[src/design/subleq_amod.sv]
// ----------------------------------------------------------------------------
// subleq_amod
// Address folding: 16-bit address modulo the memory depth, by a registered
// reciprocal multiply, then back-multiply and a single correction.
// ----------------------------------------------------------------------------
`timescale 1ns / 1ps

module subleq_amod #(
    parameter int unsigned DEPTH = 65536
) (
    input  logic                     clk,
    input  logic [15:0]              x,
    output logic [$clog2(DEPTH)-1:0] idx
);

    localparam int unsigned AW    = $clog2(DEPTH);
    localparam logic [32:0] RECIP = 33'((64'd1 << 32) / DEPTH);
    localparam logic [16:0] DEP17 = 17'(DEPTH);

    logic [48:0] prod;
    logic [15:0] x_reg;
    logic [15:0] q_reg;
    logic [31:0] qd;
    logic [16:0] diff;
    logic [16:0] rem;

    assign prod = 49'(x) * 49'(RECIP);

    always_ff @(posedge clk)
    begin
        x_reg <= x;
        q_reg <= prod[47:32];
    end

    always_comb
    begin
        qd   = 32'(q_reg) * 32'(DEPTH);
        diff = {1'b0, x_reg} - qd[16:0];
        if (diff >= DEP17)
        begin
            rem = diff - DEP17;
        end
        else
        begin
            rem = diff;
        end
    end

    assign idx = rem[AW-1:0];

endmodule

[config.mk]
export PLATFORM = sky130hd
export DESIGN_NAME = subleq_amod
export DESIGN_NICKNAME = d
export VERILOG_FILES = /design/src/design/subleq_amod.sv
export SDC_FILE = /design/constraint.sdc
export NUM_CORES = 1
export LEC_CHECK = 0
export BUFFER_PORTS_ARGS = -buffer_cell sky130_fd_sc_hd__buf_2
export CORE_AREA = 10 10 47 49
export CTS_BUF_LIST = sky130_fd_sc_hd__clkbuf_8
export DETAILED_ROUTE_END_ITERATION = 12
export DIE_AREA = 0 0 57 59
export GPL_ROUTABILITY_DRIVEN = 0
export PLACE_DENSITY = 0.56
export REMOVE_ABC_BUFFERS = 1
export SLEW_MARGIN = 25
export SYNTH_ARGS = -nofsm -noshare
export SYNTH_HDL_FRONTEND = slang
export SYNTH_SLANG_ARGS = --single-unit
[constraint.sdc]
create_clock -name clk -period 0.8 [get_ports clk]
set_clock_uncertainty 0.1 [all_clocks]
set_input_delay 0.08 -clock clk [delete_from_list [all_inputs] [get_ports clk]]
set_output_delay 0.08 -clock clk [all_outputs]
set_load 0.01 [all_outputs]
==> metrics.txt <==
# TYPE chip_impl_metric gauge
chip_impl_metric{name="drt-wirelength-per-cell",unit="um"} 12.4
chip_impl_metric{name="diodes",unit=""} 0
chip_impl_metric{name="power_density",unit="nW/um^2"} 2100
chip_impl_metric{name="final-setup-viol-count",unit=""} 16
chip_impl_metric{name="dpl-instance-area",unit="sq um"} 500
chip_impl_metric{name="fin_setup_tns",unit="ps"} -610
chip_impl_info{name="critPathLaunchType",value="flop"} 1
chip_impl_metric{name="max_clock_freq",unit="GHz"} 1.18
chip_impl_metric{name="clock_sinks",unit=""} 16
chip_impl_metric{name="worstPathBufferInverterCount",unit=""} 1
chip_impl_metric{name="io_buffers",unit=""} 32
chip_impl_metric{name="postSynthAreaPerCell",unit="sq um"} 20.0
chip_impl_metric{name="die_area",unit="sq um"} 3360
chip_impl_info{name="cts_root_buf",value="clkbuf_8"} 1
chip_impl_metric{name="cts_made_buffers",unit=""} 3
chip_impl_info{name="setup.worst_path.start",value="x_reg[7]"} 1
chip_impl_info{name="cp_top_family",value="flip-flops"} 1
chip_impl_metric{name="cp.required",unit="ps"} 620
chip_impl_info{name="path_type_of_the_worst_setup_path",value="reg -> out"} 1
chip_impl_metric{name="area_delta_synth_final",unit="%"} 138
chip_impl_metric{name="worstSetupPathDepth",unit=""} 1
chip_impl_metric{name="maxSlewHeadroom",unit=""} 0.956
chip_impl_metric{name="die_w",unit="um"} 57
chip_impl_info{name="synth_top_area_cell",value="dfxtp_1"} 1
chip_impl_metric{name="ys_types",unit=""} 1
chip_impl_metric{name="detail_route.first_pass.iterations",unit=""} 2
chip_impl_metric{name="drive_above_1_share",unit=""} 0.642
chip_impl_metric{name="vias_per_cell",unit=""} 3.65
chip_impl_info{name="violations_in_the_final_reports",value="setup timing"} 1
chip_impl_metric{name="power.leakage",unit="nW"} 0.366
chip_impl_metric{name="gr-usage-all-layers",unit=""} 0.0588
chip_impl_metric{name="syn_area",unit="sq um"} 320
chip_impl_metric{name="chipHeight",unit="um"} 59
chip_impl_metric{name="netlist_instances",unit=""} 16
chip_impl_metric{name="period_needed",unit="ps"} 849
chip_impl_metric{name="crit_path_max_fanout",unit=""} 1
chip_impl_metric{name="ios",unit=""} 33
chip_impl_metric{name="layout.nets",unit=""} 86
chip_impl_metric{name="least_setup_slack_across_all_paths_after_layout",unit="ps"} -49.3
chip_impl_info{name="cp_capture_type",value="primary output"} 1
chip_impl_metric{name="drt_iter0_markers",unit=""} 1
chip_impl_info{name="critical_path.slowest_cell",value="dfxtp_2"} 1
chip_impl_metric{name="floorplan.initialDensity",unit=""} 0.229
chip_impl_metric{name="drt-total-wl",unit="um"} 1030
chip_impl_metric{name="initial_antenna_violation_count",unit=""} 0
chip_impl_metric{name="final-hold-violation-count",unit=""} 0
chip_impl_metric{name="drc_errors",unit=""} 0
chip_impl_metric{name="clk_transition_reported_paths",unit="ps"} 60
chip_impl_metric{name="htreeDepth",unit=""} 1
chip_impl_info{name="critical_path.endpoint",value="idx[7]"} 1
chip_impl_metric{name="standard_cell_row_count",unit=""} 14
chip_impl_metric{name="overflow",unit=""} 0
chip_impl_metric{name="cts-root-to-sink-buffers",unit=""} 2
chip_impl_info{name="cts_tree",value="yes"} 1
chip_impl_metric{name="max_cap_violations",unit=""} 0
chip_impl_metric{name="cp_slowest_stage_delay",unit="ps"} 320
chip_impl_metric{name="max_slew.worst_pin.slew",unit="ps"} 65.3
chip_impl_metric{name="grt_max_degree",unit=""} 9
chip_impl_info{name="chain_of_cells_forming_the_critical_path",value="buf_6"} 1
chip_impl_info{name="min_path_type",value="in -> reg"} 1
chip_impl_metric{name="dp.final_hpwl",unit="um"} 725
chip_impl_metric{name="multi_input_cells",unit=""} 0
chip_impl_metric{name="netlist.area_leader.share",unit=""} 1.00
chip_impl_metric{name="grt_first_pass_wirelength",unit="um"} 1540
chip_impl_metric{name="flip_flop_count_of_the_largest_register_after_layout",unit=""} 16
chip_impl_metric{name="final-max-slew-violation-count",unit=""} 0
chip_impl_info{name="rsz0062_at_grt",value="yes"} 1
chip_impl_metric{name="final_util",unit=""} 0.544
chip_impl_info{name="yosys-top-cells-area",value="dfxtp_1 100%"} 1
chip_impl_metric{name="n_fill_cell",unit=""} 135
chip_impl_metric{name="core",unit="sq um"} 1400
chip_impl_metric{name="first_global_vias",unit=""} 365
chip_impl_metric{name="cp_data_arrival_time",unit="ps"} 670
chip_impl_metric{name="total_number_of_vias",unit=""} 303
chip_impl_metric{name="synth_sequential_area_ratio",unit=""} 1.00
chip_impl_metric{name="multiInputGateArea",unit="sq um"} 0
chip_impl_metric{name="layout_worst_path_cycle_share",unit=""} 1.06
chip_impl_metric{name="yosysWarningCount",unit=""} 0
chip_impl_metric{name="peakVddDrop",unit="uV"} 1070
chip_impl_metric{name="route.antenna.remaining_nets",unit=""} 0
chip_impl_metric{name="finalInstanceArea",unit="sq um"} 762
chip_impl_metric{name="yosys_register_bits",unit=""} 16
chip_impl_info{name="result_of_the_run",value="finished with violations"} 1
[synthesized netlist by cell type]
master	instances
dfxtp_1	16
[timing repair]
action	in CTS	in global routing
hold buffers	16	0
gates resized for setup	0	16
setup endpoints to repair	16	16
buffers inserted	0	0
endpoints found under the hold margin	16	0
[metal layers]
metal / up-vias / GRT usage / wire length, um
li1: 151 / - / -
met1: 135 / 0.0413 / 280
met2: 15 / 0.105 / 596
met3: 2 / 0.0386 / 125
met4: 0 / 0.0503 / 23
met5: - / 0 / 0
[stage by stage]
step	hold WS (ps)	std cells	power, mW	setup slack [ps]
after global placement	82.3	64	0.968	212
after global routing	370	83	1.68	-77.9
after CTS	372	83	1.59	-55.0
after floorplan	7.72	16	0.892	289
final	373	83	1.60	-49.3
after detailed placement	83.6	64	0.969	205
[layout make-up]
| type | instances | area [sq um] | share of cell area |
|---|---|---|---|
| clock buffer | 3 | 41.3 | 0.0542 |
| timing repair buffer | 48 | 370 | 0.486 |
| tap | 16 | 20.0 | 0.0263 |
| sequential | 16 | 330 | 0.433 |
[worst min path at each step]
stage,depth (start not counted),end,slack (ps),start
finish,2,x_reg[7],370,x[7]
CTS,2,x_reg[0],370,x[0]
floorplan,0,x_reg[0],8,x[0]
global route,2,x_reg[11],370,x[11]
detailed placement,1,x_reg[5],80,x[5]
global placement,1,x_reg[13],80,x[13]
[placed cells by master, fill, tap and decap left out]
cell type       n
buf_6           8
dfxtp_2         8
dlygate4sd3_1  16
buf_2          24
clkbuf_8        3
dfxtp_1         8
[report_power, final]
group          switching, mW  internal (mW)  leakage (nW)
Clock                  0.227          0.332        0.0216
Sequential            0.0133          0.845         0.135
Combinational         0.0575          0.129         0.210
[logic make-up (layout without fill, tap and decap cells)]
kind of cell / Yosys count / after routing / synth area share
buffers and inverters: 0 / 51 / 0
DFF: 16 / 16 / 1.00
Power figures use the tool's default switching activity.
