### src/design/subleq_pkg.sv
// ----------------------------------------------------------------------------
// subleq_pkg
// Shared types and codes for the SUBLEQ core: function codes, special operand
// codes, sequencer states and the execute-unit result bundle.
// ----------------------------------------------------------------------------
`timescale 1ns / 1ps

package subleq_pkg;

    localparam int unsigned WORD_W = 16;
    localparam int unsigned CHAR_W = 9;

    localparam logic [1:0] FUNC_LOAD  = 2'd0;
    localparam logic [1:0] FUNC_STEP  = 2'd1;
    localparam logic [1:0] FUNC_PCCLR = 2'd2;

    localparam logic [WORD_W-1:0] OP_INPUT  = 16'hFFFF;
    localparam logic [WORD_W-1:0] OP_SHR    = 16'hFFFE;
    localparam logic [WORD_W-1:0] OP_SHL    = 16'hFFFD;
    localparam logic [WORD_W-1:0] OP_SPR_HI = 16'hFFFC;
    localparam logic [WORD_W-1:0] OP_SPR_LO = 16'hFFFB;
    localparam logic [WORD_W-1:0] IO_PORT   = 16'hFFFF;

    typedef enum logic [3:0] {
        ST_CLEAR,
        ST_IDLE,
        ST_LOAD,
        ST_REPORT,
        ST_FETCH_A,
        ST_FETCH_B,
        ST_FETCH_C,
        ST_READ_B,
        ST_READ_A,
        ST_WRITE
    } state_t;

    typedef struct packed {
        logic              wr_en;
        logic [WORD_W-1:0] wr_data;
        logic              jump;
        logic              took;
        logic              out_valid;
        logic [7:0]        out_char;
    } exec_res_t;

endpackage

### src/design/subleq_exec.sv
// ----------------------------------------------------------------------------
// subleq_exec
// Execute unit: decodes the a and b operands and forms the value written to
// m[b], the branch decision and the character port activity.
// ----------------------------------------------------------------------------
`timescale 1ns / 1ps

module subleq_exec
    import subleq_pkg::*;
(
    input  logic [WORD_W-1:0] op_a,
    input  logic [WORD_W-1:0] op_b,
    input  logic [WORD_W-1:0] mem_a,
    input  logic [WORD_W-1:0] mem_b,
    input  logic [CHAR_W-1:0] in_char,
    output exec_res_t         res
);

    logic [WORD_W-1:0] diff;

    assign diff = mem_b - mem_a;

    always_comb
    begin
        res           = '0;
        res.wr_en     = 1'b1;
        unique case (op_a)
            OP_INPUT:
            begin
                res.wr_data = {{(WORD_W-CHAR_W){in_char[CHAR_W-1]}}, in_char};
                res.took    = 1'b1;
            end
            OP_SHR:    res.wr_data = {1'b0, mem_b[WORD_W-1:1]};
            OP_SHL:    res.wr_data = {mem_b[WORD_W-2:0], 1'b0};
            OP_SPR_HI: res.wr_data = {WORD_W{mem_b[WORD_W-1]}};
            OP_SPR_LO: res.wr_data = {WORD_W{mem_b[0]}};
            default:
            begin
                if (op_b == IO_PORT)
                begin
                    res.wr_en     = 1'b0;
                    res.out_valid = 1'b1;
                    res.out_char  = mem_a[7:0];
                end
                else
                begin
                    res.wr_data = diff;
                    res.jump    = diff[WORD_W-1] || (diff == '0);
                end
            end
        endcase
    end

endmodule

### config.mk
export PLATFORM = sky130hd
export DESIGN_NAME = subleq_exec
export DESIGN_NICKNAME = d
export VERILOG_FILES = /design/src/design/subleq_pkg.sv /design/src/design/subleq_exec.sv
export SDC_FILE = /design/constraint.sdc
export NUM_CORES = 1
export LEC_CHECK = 0
export BUFFER_PORTS_ARGS = -buffer_cell sky130_fd_sc_hd__buf_2
export CORE_MARGIN = 5
export CORE_UTILIZATION = 45
export DETAILED_ROUTE_END_ITERATION = 12
export PLACE_DENSITY = 0.88
export SLEW_MARGIN = 20
export SYNTH_ARGS = -nofsm -noshare
export SYNTH_HDL_FRONTEND = slang
export SYNTH_SLANG_ARGS = --single-unit
### constraint.sdc
create_clock -name vclk -period 19.2
set_input_delay 5.76 -clock vclk [all_inputs]
set_output_delay 5.76 -clock vclk [all_outputs]
set_load 0.02 [all_outputs]
==> flow_metrics.tcl, run 1 <==
set metrics [dict create \
    top_usage_layer "met2" \
    hold_viol_final 0 \
    worstPathArrival_ns 8.72 \
    wl_per_cell_um 15.1 \
    detail-route-antenna-nets 0 \
    intPower_w 0.0000278 \
    diodes 0 \
    antenna_found_initial 0 \
    routed_via_density 5.89 \
    syn_area_um2 1360 \
    num_rows 20 \
    num_vias 1879 \
    crit_path_end "res[10]" \
    yosysTopAreaCell "ha_1" \
    setup-violations-final 0 \
    grtUsageMet1 0.243 \
    final_cells 319 \
    cts_hold_buf 0 \
    cts_setup_buffers 0 \
    final_util 0.632 \
    critPathMaxFanout 3 \
    met2_usage 0.420 \
    hp-class "input pin to output pin" \
    cap_violations 0 \
    seqCellArea_um2 0 \
    ir_drop_mv 0.0162 \
    first_global_vias 1809 \
    firstDrtPassIters 4 \
    slew_headroom 0.300 \
    finalPower_w 0.0000620 \
    switching_share 0.552 \
    grt_pass1_wl_um 7580 \
    die_w_um 65 \
    avgSynthCellArea_um2 7.05 \
    ys_top_cells_by_area "ha_1 14%, a22o_1 9.0%, a221o_1 5.9%" \
    drt_iter0_drc 37 \
    drive_gt1_frac 0.402 \
    track_usage 0.214 \
    pwr-share-comb 1.000 \
    fin_crit_ns 14.48 \
    totalWireLength_um 4830 \
    pre_cts_slack_ns 4.74 \
    design.die.area_um2 4230 \
    flops_and_latches 0 \
    ctsResizeCount 0 \
    portBuffers 101 \
    setup_slack_ns 4.72 \
    slew_violations 0 \
    grt_overflow 0 \
    cp_data_required_time_ns 13.44 \
    synth_top_area_share 0.138 \
    rsz0062_at_grt "no" \
    syn_inst 193 \
    die_y_um 65 \
    fin_nets 377 \
    max_clock_freq_mhz 69.0 \
    crit_start "mem_b[0]" \
    post_synth_num_cell_types 43 \
    end_kind "output pin" \
    place_congestion 0.931 \
    status "completed" \
    clockBufferCount 0 \
    grt_start_max_net_pins 18 \
    worst_slew_pin_slew_ns 1.05 \
    p_clk_frac 0 \
    start_util 0.457 \
    ys.warnings.count 0 \
    power.density_nw_per_um2 33.0 \
    dp.cells 319 \
    synth_seq_area_share 0 \
    fin_tns_setup_ns 0 \
    p_leak_nw 1.02 \
    fin_crit_sh 0.754 \
    dp_hpwl_um 4020 \
    switching_power_w 0.0000342 \
    path_class "input pin to output pin" \
    fill_cells 295 \
    grt_use_met3 0.0329 \
    core_area_um2 2980 \
    pwr-share-seq 0 \
    cp-start-kind "input pin" \
    syn_to_final_growth_pct 38.2 \
    drc_errors 0 \
    io_pins 101 \
    synth_nets 282 \
]
area by class of cell:
class | instances | area, µm² | share of cell area
multi-input combinational | 166 | 1260 | 0.670
tap | 33 | 41.3 | 0.0219
inverter | 18 | 67.6 | 0.0359
timing repair buffer | 102 | 513 | 0.273
layout by cell type (no fill, tap or decap), drive strengths merged, types with 4 or more instances in the layout:
cell / synthesis / final
a21o: 5 / 5
a21oi: 13 / 13
a221o: 9 / 9
a22o: 14 / 14
and2: 4 / 4
buf: 0 / 102
ha: 15 / 15
inv: 17 / 17
mux2: 7 / 7
nand2: 8 / 8
nand4: 6 / 6
nor2: 16 / 16
nor2b: 4 / 4
nor3: 5 / 5
o21a: 7 / 7
o21ai: 6 / 6
o31ai: 4 / 4
o41ai: 4 / 4
xor2: 6 / 6
per-stage QoR:
stage,instance area (µm²),hold WS [ns]
floorplan,1360,11.67
global placement,1880,11.86
detailed placement,1880,11.86
CTS,1880,11.86
global route,1880,11.89
finish,1880,11.86
synth_stat cells (4+ instances only):
cell type  number
nor3_1          5
and2_1          4
ha_1           15
a221o_1         8
a21o_1          4
o31ai_1         4
o21a_1          7
xor2_1          6
nand4_1         6
a21oi_1        13
inv_1          17
a22o_1         14
clkbuf_1        9
nor2_1         16
o21ai_0         6
mux2_2          7
nand2_1         8
nor2b_1         4
layer usage:
layer	up-vias	part of all wire
met2	90	0.50
met1	843	0.40
li1	940	-
met4	0	0.011
met3	6	0.091
met5	-	0
kinds of logic (layout without fill, tap and decap cells):
group                      Yosys count  after routing  share of synthesized area
AOI/OAI and AO/OA                   77             77                      0.442
and+or+nand+nor                     56             56                      0.208
buffers and inverters               27            120                     0.0744
adders and majority gates           16             16                      0.153
xor gates and xnor gates             9              9                     0.0579
muxes                                8              8                     0.0653
power groups by stage:
stage | registers (W) | clock network (W) | logic, W
finish | 0 | 0 | 0.0000620
floorplan | 0 | 0 | 0.0000412
CTS | 0 | 0 | 0.0000619
global route | 0 | 0 | 0.0000677
detailed placement | 0 | 0 | 0.0000615
global placement | 0 | 0 | 0.0000607
worst max-delay path, stage by stage:
cell      delay [ns]
buf_2           0.10
inv_1           0.06
ha_1            0.16
inv_1           0.06
fa_1            0.42
a211oi_2        0.22
nor2_1          0.07
o41a_1          0.34
a41o_1          0.25
or3_1           0.30
a21o_1          0.19
xor2_1          0.16
o41ai_2         0.39
buf_2           0.23
worst min-delay path by stage:
| stage | start | end | slack [ns] | cells after the start |
|---|---|---|---|---|
| after global placement | mem_a[0] | res[0] | 11.86 | 3 |
| after global routing | mem_a[0] | res[0] | 11.89 | 3 |
| after floorplan | mem_a[2] | res[2] | 11.67 | 2 |
| after CTS | mem_a[0] | res[0] | 11.86 | 3 |
| after detailed placement | mem_a[0] | res[0] | 11.86 | 3 |
| final | mem_a[0] | res[0] | 11.86 | 3 |
(Power assumes the default switching activity.)
==> run 2: changes to the inputs <==
--- a/config.mk
+++ b/config.mk
@@ -7,9 +7,9 @@
 export LEC_CHECK = 0
 export BUFFER_PORTS_ARGS = -buffer_cell sky130_fd_sc_hd__buf_2
 export CORE_MARGIN = 5
-export CORE_UTILIZATION = 45
+export CORE_UTILIZATION = 43
 export DETAILED_ROUTE_END_ITERATION = 12
-export PLACE_DENSITY = 0.88
+export PLACE_DENSITY = 0.85
 export SLEW_MARGIN = 20
 export SYNTH_ARGS = -nofsm -noshare
 export SYNTH_HDL_FRONTEND = slang
==> constraint.sdc (replaced) <==
create_clock -name vclk -period 14.45
set_input_delay 4.335 -clock vclk [all_inputs]
set_output_delay 4.335 -clock vclk [all_outputs]
set_load 0.02 [all_outputs]
==> flow_metrics.tcl, run 2 (synthesized netlist as in run 1, its figures left out) <==
set metrics [dict create \
    rsz0062_at_grt "no" \
    finalPower_w 0.0000822 \
    grt_use_met3 0.0238 \
    path_class "input pin to output pin" \
    die_w_um 66.3 \
    clockBufferCount 0 \
    drc_errors 0 \
    grt_overflow 0 \
    flops_and_latches 0 \
    final_util 0.621 \
    multi_input_area_um2 1260 \
    power.density_nw_per_um2 43.4 \
    critPathMaxFanout 3 \
    cts_hold_buf 0 \
    dp_hpwl_um 4000 \
    min_from "mem_a[7]" \
    fin_nets 377 \
    antenna_found_initial 0 \
    routed_via_density 5.75 \
    diodes 0 \
    ctsResizeCount 0 \
    cp_data_required_time_ns 10.11 \
    grt_start_max_net_pins 18 \
    drive_gt1_frac 0.402 \
    hold_viol_final 0 \
    fin_crit_ns 11.58 \
    design.die.area_um2 4390 \
    core_area_um2 3050 \
    die_y_um 66.3 \
    crit_start "mem_b[0]" \
    top_usage_layer "met2" \
    start_util 0.446 \
    fin_crit_sh 0.801 \
    place_congestion 0.949 \
    num_rows 20 \
    post-route-cell-area_um2 1900 \
    met2_usage 0.366 \
    seqCellArea_um2 0 \
    mostFrequentLayoutCell "buf_2" \
    first_global_vias 1769 \
    p_leak_nw 1.02 \
    cts_setup_buffers 0 \
    final_cells 330 \
    hp-class "input pin to output pin" \
    status "completed" \
    cap_violations 0 \
    worstPathArrival_ns 7.24 \
    worst_slew_pin_slew_ns 1.12 \
    setup-violations-final 0 \
    ir_drop_mv 0.0247 \
    num_vias 1898 \
    io_pins 101 \
    grtUsageMet1 0.263 \
    drt_iter0_drc 87 \
    syn_to_final_growth_pct 39.2 \
    max_clock_freq_mhz 86.4 \
    detail-route-antenna-nets 0 \
    portBuffers 101 \
    slew_headroom 0.252 \
    track_usage 0.205 \
    cp-start-kind "input pin" \
    placedInstanceArea_um2 1900 \
    fin_tns_setup_ns 0 \
    end_kind "output pin" \
    wl_per_cell_um 14.7 \
    firstDrtPassIters 4 \
    grt_pass1_wl_um 7470 \
    slew_violations 0 \
    most-common-layout-cells "101 x buf_2, 17 x inv_1, 16 x nor2_1" \
    dp.cells 330 \
    fill_cells 317 \
    totalWireLength_um 4850 \
]
[run 2: cell counts in the layout (fill, tap and decap cells not counted)]
No cell type changed its count.
[run 2: worst max-delay path, stage by stage]
cell and delay [ns]:
buf_2 0.10, inv_1 0.06, ha_1 0.16, inv_1 0.06
fa_1 0.42, a211oi_2 0.22, nor2_1 0.07, o41a_1 0.35
a41o_1 0.25, or3_1 0.30, a21o_1 0.19, xor2_1 0.16
o41ai_2 0.34, buf_2 0.22
[run 2: where the power goes]
part	internal, W	total, W	switching [W]
Clock	0	0	0
Combinational	0.0000370	0.0000822	0.0000453
Sequential	0	0	0
[run 2: area by class of cell]
| class | instances | area share |
|---|---|---|
| well taps | 44 | 0.0290 |
| repair buffers | 102 | 0.271 |
| inverters | 18 | 0.0356 |
| multi-input cells | 166 | 0.665 |
[run 2: worst paths after layout]
path	to	slack (ns)	cells after the start
min	res[7]	9.02	4
max	res[10]	2.87	14
[run 2: stage by stage]
stage,setup slack [ns],hold slack [ns]
5_1_grt,2.65,9.04
3_5_place_dp,2.89,9.02
3_3_place_gp,2.91,9.02
2_1_floorplan,3.07,8.82
4_1_cts,2.88,9.02
6_report,2.87,9.02
[run 2: per-layer routing]
| metal | vias to the layer above | share of wire |
|---|---|---|
| met5 | - | 0 |
| met1 | 863 | 0.41 |
| met2 | 97 | 0.47 |
| li1 | 933 | - |
| met4 | 0 | 0.0087 |
| met3 | 5 | 0.11 |
==> run 3: changes to the inputs <==
==> constraint.sdc (replaced) <==
create_clock -name vclk -period 11.5
set_input_delay 3.45 -clock vclk [all_inputs]
set_output_delay 3.45 -clock vclk [all_outputs]
set_load 0.02 [all_outputs]
==> flow_metrics.tcl, run 3 (synthesized netlist as in run 1, its figures left out) <==
set metrics [dict create \
    status "completed" \
    cap_violations 0 \
    die_y_um 66.3 \
    cp_top_family "compound AO/OA/AOI/OAI gates" \
    critPathBufInv 4 \
    fin_crit_ns 9.82 \
    most-common-layout-cells "101 x buf_2, 17 x inv_1, 16 x nor2_1" \
    fin_tns_setup_ns 0 \
    power.density_nw_per_um2 54.5 \
    cp_data_required_time_ns 8.05 \
    first_global_vias 1771 \
    mostFrequentLayoutCell "buf_2" \
    grt_overflow 0 \
    hold_viol_final 0 \
    wl_per_cell_um 14.7 \
    fin_nets 377 \
    final_cells 330 \
    firstDrtPassIters 4 \
    flops_and_latches 0 \
    setup-violations-final 0 \
    p_leak_nw 1.02 \
    drt_iter0_drc 87 \
    drc_errors 0 \
    hp-class "input pin to output pin" \
    worstPathArrival_ns 6.37 \
    track_usage 0.207 \
    design.die.area_um2 4390 \
    drive_gt1_frac 0.406 \
    ir_drop_mv 0.0288 \
    end_kind "output pin" \
    min_from "mem_a[5]" \
    finalPower_w 0.000103 \
    grt_pass1_wl_um 7550 \
    slew_headroom 0.345 \
    max_stage_delay_ns 0.42 \
    num_vias 1895 \
    seqCellArea_um2 0 \
    totalWireLength_um 4860 \
    fill_cells 315 \
    io_pins 101 \
    die_w_um 66.3 \
    cp-start-kind "input pin" \
    worst_slew_pin_slew_ns 0.983 \
    portBuffers 101 \
    ctsResizeCount 0 \
    rsz0062_at_grt "no" \
    diodes 0 \
    critPathMaxFanout 3 \
    cts_hold_buf 0 \
    fin_crit_sh 0.854 \
    detail-route-antenna-nets 0 \
    dp_hpwl_um 3990 \
    clockBufferCount 0 \
    path_class "input pin to output pin" \
    crit_chain "buf_2, inv_1, ha_1, inv_1, fa_1, a211oi_2, nor2_1, o41a_1, a41o_1, or3_1, a21o_1, xor2_1, o41ai_2, buf_2" \
    start_util 0.446 \
    core_area_um2 3050 \
    holdPathStages 4 \
    num_rows 20 \
    max_clock_freq_mhz 102 \
    grt_start_max_net_pins 18 \
    critPathSlowestCell "fa_1" \
    slew_violations 0 \
    fin_hold_ws_ns 7.25 \
    syn_to_final_growth_pct 39.4 \
    place_congestion 0.949 \
    holdPathEnd "res[5]" \
    antenna_found_initial 0 \
    dp.cells 330 \
    routed_via_density 5.74 \
    cts_setup_buffers 0 \
]
==> run 3: cell types whose count changed in the layout (fill, tap and decap cells not counted) <==
cell and change:
nor2b_1 -1, nor2b_2 +1
==> run 3: layout make-up <==
| type | instances | area, µm² | area share |
|---|---|---|---|
| multi-input combinational | 166 | 1260 | 0.665 |
| timing repair buffer | 102 | 513 | 0.270 |
| inverter | 18 | 67.6 | 0.0356 |
| tap | 44 | 55.1 | 0.0290 |
==> run 3: worst min-delay path, stage by stage <==
cell and delay, ns:
buf_2 0.10, inv_1 0.07, nor2_1 0.04, buf_2 0.15
==> run 3: through the flow <==
step / setup slack [ns] / area [µm²] / util
finish: 1.68 / 1900 / 0.622
global route: 1.45 / 1900 / 0.622
CTS: 1.70 / 1900 / 0.621
detailed placement: 1.71 / 1900 / 0.621
global placement: 1.73 / 1900 / 0.621
floorplan: 1.89 / 1360 / -
==> run 3: metal layers <==
metal | track usage | wire [µm]
met2 | 0.375 | 2330
met3 | 0.0289 | 562
met4 | 0.0305 | 21
met5 | 0 | 0
met1 | 0.260 | 1950
==> run 3: report_power, final <==
| part | internal, W | total (W) | switching [W] |
|---|---|---|---|
| sequential | 0 | 0 | 0 |
| combinational | 0.0000465 | 0.000103 | 0.0000570 |
| clock | 0 | 0 | 0 |
==> run 3: worst max-delay path by stage <==
stage	from	endpoint	cells after the start
4_1_cts	mem_b[0]	res[10]	14
5_1_grt	mem_b[0]	res[10]	14
6_report	mem_b[0]	res[10]	14
2_1_floorplan	mem_b[0]	res[10]	12
3_5_place_dp	mem_b[0]	res[10]	14
3_3_place_gp	mem_b[0]	res[10]	14
